--- src/rtl/nvs_pkg.sv ---
`timescale 1ns / 1ps
// ============================================================================
// nvs_pkg
// Shared types and constants of the nearest vertex search unit.
// ============================================================================
package nvs_pkg;

    localparam int MAX_TARGETS = 1024;
    localparam int COORD_BITS  = 16;
    localparam int IDX_BITS    = $clog2(MAX_TARGETS);
    localparam int CNT_BITS    = $clog2(MAX_TARGETS + 1);
    localparam int VTX_BITS    = 3 * COORD_BITS;
    localparam int SQ_BITS     = 2 * COORD_BITS;
    localparam int DIST_BITS   = SQ_BITS + 2;
    localparam int OUT_FIELDS  = VTX_BITS + 10;
    localparam int OUT_BITS    = ((OUT_FIELDS + 7) / 8) * 8;
    localparam int IN_BITS     = ((VTX_BITS + 7) / 8) * 8;

    typedef enum logic [1:0] {
        OP_CLEAR  = 2'd0,
        OP_APPEND = 2'd1,
        OP_QUERY  = 2'd2,
        OP_NOP    = 2'd3
    } t_op;

    typedef enum logic [1:0] {
        ST_ACCEPTED = 2'd0,
        ST_ANSWERED = 2'd1,
        ST_FULL     = 2'd2,
        ST_EMPTY    = 2'd3
    } t_status;

    typedef enum logic [1:0] {
        S_IDLE,
        S_SCAN,
        S_DRAIN,
        S_RESP
    } t_state;

    typedef struct packed {
        logic accept;
        t_op  op;
        logic scan_issue;
        logic load_out;
    } t_nvs_cmd;

    typedef struct packed {
        logic count_zero;
        logic last_issue;
        logic pipe_busy;
        logic out_free;
    } t_nvs_sts;

endpackage

--- src/rtl/nvs_ctrl.sv ---
`timescale 1ns / 1ps
// ============================================================================
// nvs_ctrl
// Sequencer for the input handshake, the target scan and the response.
// ============================================================================
module nvs_ctrl (
    input  logic               i_clk,
    input  logic               i_rst_n,
    input  logic               i_s_valid,
    input  logic [1:0]         i_s_op,
    input  nvs_pkg::t_nvs_sts  i_sts,
    output logic               o_s_ready,
    output nvs_pkg::t_nvs_cmd  o_cmd
);

    nvs_pkg::t_state r_state;
    nvs_pkg::t_state n_state;
    nvs_pkg::t_op    w_op;

    assign w_op = nvs_pkg::t_op'(i_s_op);

    always_ff @(posedge i_clk) begin
        if (!i_rst_n) begin
            r_state <= nvs_pkg::S_IDLE;
        end else begin
            r_state <= n_state;
        end
    end

    always_comb begin
        n_state          = r_state;
        o_s_ready        = 1'b0;
        o_cmd.accept     = 1'b0;
        o_cmd.op         = w_op;
        o_cmd.scan_issue = 1'b0;
        o_cmd.load_out   = 1'b0;
        case (r_state)
            nvs_pkg::S_IDLE: begin
                o_s_ready = 1'b1;
                if (i_s_valid) begin
                    o_cmd.accept = 1'b1;
                    if (w_op == nvs_pkg::OP_QUERY && !i_sts.count_zero) begin
                        n_state = nvs_pkg::S_SCAN;
                    end else begin
                        n_state = nvs_pkg::S_RESP;
                    end
                end
            end
            nvs_pkg::S_SCAN: begin
                o_cmd.scan_issue = 1'b1;
                if (i_sts.last_issue) begin
                    n_state = nvs_pkg::S_DRAIN;
                end
            end
            nvs_pkg::S_DRAIN: begin
                if (!i_sts.pipe_busy) begin
                    n_state = nvs_pkg::S_RESP;
                end
            end
            nvs_pkg::S_RESP: begin
                if (i_sts.out_free) begin
                    o_cmd.load_out = 1'b1;
                    n_state        = nvs_pkg::S_IDLE;
                end
            end
            default: begin
                n_state = nvs_pkg::S_IDLE;
            end
        endcase
    end

endmodule

--- config.mk ---
export PLATFORM = sky130hd
export DESIGN_NAME = nvs_ctrl
export DESIGN_NICKNAME = d
export VERILOG_FILES = /design/src/rtl/nvs_pkg.sv /design/src/rtl/nvs_ctrl.sv
export SDC_FILE = /design/constraint.sdc
export NUM_CORES = 1
export LEC_CHECK = 0
export BUFFER_PORTS_ARGS = -buffer_cell sky130_fd_sc_hd__buf_2
export CAP_MARGIN = 40
export CORE_AREA = 4 4 41 43
export CTS_CLUSTER_SIZE = 16
export DETAILED_ROUTE_END_ITERATION = 8
export DIE_AREA = 0 0 45 47
export SYNTH_ARGS = -nofsm -noshare
export SYNTH_HDL_FRONTEND = slang
export SYNTH_SLANG_ARGS = --single-unit
--- constraint.sdc ---
create_clock -name i_clk -period 1.2 [get_ports i_clk]
set_input_delay 0.06 -clock i_clk [delete_from_list [all_inputs] [get_ports i_clk]]
set_output_delay 0.06 -clock i_clk [all_outputs]
set_load 0.1 [all_outputs]
==> results of run 1 <==
-- cell families (layout without fill, tap and decap cells) --
| logic type | after synthesis | after routing | share of synthesized area |
|---|---|---|---|
| compound gates | 4 | 4 | 0.2325 |
| flops | 2 | 2 | 0.1730 |
| mux | 1 | 1 | 0.04324 |
| simple gates | 7 | 7 | 0.2378 |
| fa+ha+maj | 4 | 4 | 0.2162 |
| buf+inv | 4 | 26 | 0.09729 |
-- cells in the mapped netlist, drive strengths merged (2+ instances only) --
cell / count
ha: 4
nor2b: 3
and2: 2
buf: 2
dfxtp: 2
inv: 2
-- worst register-to-register path: stages (launching register included) --
cell,delay (ns)
dfxtp_4,0.35
ha_2,0.18
nor2b_4,0.13
a2111oi_4,0.37
buf_4,0.17
o21ba_1,0.10
-- layout make-up --
cell class / instances / area, um^2 / share of cell area
tap: 15 / 18.77 / 0.03713
sequential: 2 / 47.55 / 0.09406
multi-input combinational: 16 / 224.0 / 0.4431
inverter: 2 / 10.01 / 0.01980
timing repair buffer: 21 / 182.7 / 0.3614
clock buffer: 3 / 22.52 / 0.04455
-- stage by stage --
step | util | cell area [um^2] | hold WS, ns | cells | worst slack, ns
floorplan | - | 276.5 | 0.1982 | 22 | -0.1909
global placement | 0.3327 | 432.9 | 0.3454 | 52 | -0.1171
detailed placement | 0.3327 | 432.9 | 0.3443 | 52 | -0.1470
CTS | 0.3673 | 478.0 | 0.1124 | 56 | -0.1429
global route | 0.3885 | 505.5 | 0.1303 | 59 | -0.2158
finish | 0.3885 | 505.5 | 0.1190 | 59 | -0.1761
-- power groups by stage --
stage	clock (W)	combinational, W	sequential, W
5_1_grt	0.000170	0.00132	0.000167
4_1_cts	0.000160	0.00118	0.000150
3_5_place_dp	0	0.00113	0.000148
3_3_place_gp	0	0.00112	0.000147
2_1_floorplan	0	0.000805	0.000141
6_report	0.000148	0.00127	0.000160
-- final timing paths --
check,slack [ns],to,from,cells after the start
worst max-delay path,-0.18,r_state[0]$_SDFFE_PN0P_,r_state[0]$_SDFFE_PN0P_,5
worst min-delay path,0.12,r_state[1]$_SDFFE_PN0P_,i_rst_n,3
worst max register to register,-0.18,r_state[0]$_SDFFE_PN0P_,r_state[0]$_SDFFE_PN0P_,5
worst min register to register,0.53,r_state[0]$_SDFFE_PN0P_,r_state[0]$_SDFFE_PN0P_,1
-- cells in the final DEF, fill, tap and decap left out --
cell / netlist / final
a2111oi_4: 1 / 1
and2_2: 1 / 1
and2_4: 0 / 1
buf_12: 0 / 4
buf_2: 0 / 10
buf_4: 2 / 7
clkbuf_4: 0 / 3
dfxtp_4: 0 / 2
ha_2: 0 / 2
ha_4: 0 / 2
inv_2: 0 / 1
inv_4: 0 / 1
mux2i_1: 1 / 1
nand2_1: 1 / 1
nand4bb_1: 1 / 1
nor2b_4: 1 / 3
o211ai_1: 1 / 1
o21ba_1: 1 / 1
o41ai_2: 0 / 1
-- repair_timing --
action | 4_1_cts | 5_1_grt
hold buffers | 0 | 0
setup endpoints to repair | 5 | 4
hold endpoints to repair | 0 | 0
buffers inserted | 1 | 3
pin swaps | 1 | 1
resized for setup | 4 | 2
-- layer usage --
metal  track usage  wire length, um
met1       0.05192              221
met5             0                0
met4       0.05263                0
met3       0.01533               13
met2        0.1158              377
==> out/results.ini, run 1 <==
[route]
antenna_left = 0
drt_first_pass_iters = 2
drt-initial-drc-count = 2
drc = 0
wl_per_cell_um = 10.37
via_per_inst = 3.881
drt_wl_total_um = 612
routed-via-count = 229

[power_and_ir_drop]
switching_power_w = 0.0007563
peakVddDrop_uv = 1090
pwr-share-comb = 0.804
cellPowerDensity_nw_per_um2 = 3112
seq_power_share = 0.102
power.internal_w = 0.0008169
sw_frac_of_total = 0.4808
p_clk_frac = 0.094
power.leakage_nw = 0.2278
p_total_w = 0.001573

[grt]
grt_first_pass_wirelength_um = 910
grt_usage = 0.06068
antenna_found_initial = 0
grt_max_degree = 5
grt_overflow = 0
grt_pass1_vias = 248

[timing]
maxSlewViolCount = 0
tns_ns = -0.4254
max_freq_mhz = 726.7
finalHoldViolations = 0
rsz0062_at_grt = true
post-route-period-util = 1.147
final.setup_skew_ns = 0.004104
finalCriticalPeriod_ns = 1.376
fin_ws_ns = -0.1761
worst-slew-pin-transition_ns = 0.4850
relSlewSlack = 0.6789
finalSetupViolCount = 3

[final_layout]
areaGrowthSynthToFinish_pct = 118.4
final_nets = 59
fillerInstances = 142
largest_register_ffs = 2
antenna_cells = 0
reg_top3 = r_state: 2 flops
final_layout_size_suffix_gt1_frac = 0.8864
top_register = r_state

[logic_synthesis]
synthFlopType = dfxtp_1
synth_top_area_frac = 0.2162
synth_area_um2 = 231.5
syn_inst = 22
synth.area.top_cells = ha_1 (22%), dfxtp_1 (17%), a2111oi_4 (12%)
synth_edf_count = 0
synth_warnings = 0
syn-num-nets = 35
avgSynthCellArea_um2 = 10.52
yosys.area.top_type = ha_1
ys_seq_elements = 2
ys_seq_area_frac = 0.1730
async_reset_ff_frac = 0
synth.distinct_cells = 15

[floorplanning]
ios = 15
start_util = 0.1779
rows = 13
die_h_um = 47
die_x_um = 45
coreArea_um2 = 1301
dieArea_um2 = 2115

[run]
drv_cap = 0

[cts]
cts_root_buffer = clkbuf_4
insertion_delay_ns = 0.22
cts_buffers = 3
cts_tree = yes
clk_path_buf_depth = 2
cts_sinks = 2
h-tree-depth = 1
clkTransAtPathRegs_ns = 0.03

[critical_path]
crit_fanout = 4
critical_path_class = reg2reg
cpPeakStageDelay_ns = 0.37
critPathCaptureType = flip-flop
critPathRequiredTime_ns = 1.36
critical_path_buf_inv_count = 1
crit_arrival_ns = 1.54
critPathTopFamily = compound AO/OA/AOI/OAI gates
cp-start-kind = flip-flop
critPathSlowestCell = a2111oi_4
crit_chain = ha_2 -> nor2b_4 -> a2111oi_4 -> buf_4 -> o21ba_1

[placement]
place_congestion = 0.7147
hpwl_um = 500.2
numPortBuffers = 14

[outcome]
status = finished with violations
violations = negative setup slack

[min_path]
hold_class = in2reg

Note: power is estimated with default switching activity, not from simulation.
==> run 2, diff against run 1 <==
--- a/config.mk
+++ b/config.mk
@@ -7,10 +7,10 @@
 export LEC_CHECK = 0
 export BUFFER_PORTS_ARGS = -buffer_cell sky130_fd_sc_hd__buf_2
 export CAP_MARGIN = 40
-export CORE_AREA = 4 4 41 43
+export CORE_AREA = 2 2 39 41
 export CTS_CLUSTER_SIZE = 16
 export DETAILED_ROUTE_END_ITERATION = 8
-export DIE_AREA = 0 0 45 47
+export DIE_AREA = 0 0 41 43
 export SYNTH_ARGS = -nofsm -noshare
 export SYNTH_HDL_FRONTEND = slang
 export SYNTH_SLANG_ARGS = --single-unit
==> out/results.ini, run 2 (synthesis gave the netlist of run 1 again) <==
[outcome]
status = finished with violations
violations = negative setup slack

[power_and_ir_drop]
power.leakage_nw = 0.2214
peakVddDrop_uv = 980.9
p_total_w = 0.001502
cellPowerDensity_nw_per_um2 = 3016

[final_layout]
final_nets = 57
final_cell_mix = buf_2 (10), buf_4 (5), buf_12 (4)
final_layout_size_suffix_gt1_frac = 0.8571
final_cell_area_um2 = 498.0
largest_register_ffs = 2
layout_commonest_cell = buf_2
layoutNonFillerInstCount = 58
antenna_cells = 0
areaGrowthSynthToFinish_pct = 115.1
top_register = r_state
reg_top3 = r_state: 2 flops

[critical_path]
critPathCaptureType = flip-flop
crit_arrival_ns = 1.48
crit_fanout = 4
critical_path_class = reg2reg
critPathRequiredTime_ns = 1.34
cp-start-kind = flip-flop

[route]
routed-via-count = 225
wl_per_cell_um = 9.690
drc = 0
drt_wl_total_um = 562
via_per_inst = 3.879
drt_first_pass_iters = 1
antenna_left = 0
drt-initial-drc-count = 0

[timing]
rsz0062_at_grt = true
finalSetupViolCount = 4
post-route-period-util = 1.116
worst-slew-pin-transition_ns = 0.4845
finalHoldViolations = 0
fin_ws_ns = -0.1387
relSlewSlack = 0.6792
final.setup_skew_ns = 0.001902
finalCriticalPeriod_ns = 1.339
maxSlewViolCount = 0
hold_ws_ns = 0.1249
max_freq_mhz = 747.0

[placement]
numPortBuffers = 14
hpwl_um = 444.6
postPlaceCellArea_um2 = 426.7
place_ws_ns = -0.1635
place_congestion = 0.6761
placed_cells_incl_taps = 52

[floorplanning]
rows = 14
die_x_um = 41
die_h_um = 43
ios = 15
dieArea_um2 = 1763
coreArea_um2 = 1384
start_util = 0.1673

[cts]
insertion_delay_ns = 0.22
h-tree-depth = 1
clkTransAtPathRegs_ns = 0.03
cts_buffers = 3
cts_hold_buf = 0
cts_sinks = 2
cts_root_buffer = clkbuf_4
clk_path_buf_depth = 2
cts_tree = yes

[run]
drv_cap = 0

[grt]
grt_usage = 0.07908
grt_first_pass_wirelength_um = 876
grt_overflow = 0
antenna_found_initial = 0
grt_max_degree = 5
grt_pass1_vias = 240

[min_path]
hold_class = in2reg

-- run 2: final cells by class --
class / instances / area, um^2
clock buffer: 3 / 22.52
inverter: 2 / 10.01
fill: 138 / 885.9
sequential: 2 / 45.04
multi-input combinational: 16 / 232.7
tap: 16 / 20.02
timing repair buffer: 19 / 167.7
-- run 2: path summary, 6_finish.rpt --
path                                 from                       to  slack [ns]  cells after the start
setup / recovery  r_state[0]$_SDFFE_PN0P_  r_state[1]$_SDFFE_PN0P_       -0.14                      5
hold / removal                    i_rst_n  r_state[1]$_SDFFE_PN0P_        0.12                      3
hold reg to reg   r_state[0]$_SDFFE_PN0P_  r_state[0]$_SDFFE_PN0P_        0.53                      1
setup reg to reg  r_state[0]$_SDFFE_PN0P_  r_state[1]$_SDFFE_PN0P_       -0.14                      5
-- run 2: timing repair --
action | 4_1_cts | 5_1_grt
endpoints found under the hold margin | 0 | 0
setup endpoints to repair | 5 | 4
gates resized for setup | 6 | 0
setup buffers | 3 | 0
pin swaps | 3 | 0
-- run 2: through the flow --
stage | setup TNS [ns] | util
after detailed placement | -0.2605 | 0.3083
after CTS | -0.4124 | 0.3599
after global placement | -0.2304 | 0.3083
after global routing | -0.5638 | 0.3599
after floorplan | -0.3564 | -
final | -0.3830 | 0.3599
-- run 2: where the power goes --
| part | total [W] | internal, W | switching [W] |
|---|---|---|---|
| Sequential | 0.000150 | 0.000110 | 0.0000402 |
| Combinational | 0.00121 | 0.000536 | 0.000670 |
| Clock | 0.000145 | 0.000110 | 0.0000352 |
-- run 2: routing by layer --
| metal | wire length, um | global-route usage | part of all wire | vias up |
|---|---|---|---|---|
| li1 | - | - | - | 115 |
| met1 | 177 | 0.07006 | 0.31 | 97 |
| met3 | 73 | 0.01571 | 0.13 | 0 |
| met5 | 0 | 0 | 0 | - |
| met4 | 0 | 0.08000 | 0 | 0 |
| met2 | 311 | 0.1313 | 0.55 | 13 |
-- run 2: worst max-delay path, cell delays in order (launching register included) --
cell and delay, ns:
dfxtp_4 0.37, inv_4 0.04, ha_4 0.15, nor2b_4 0.12
a2111oi_4 0.34, mux2i_1 0.22
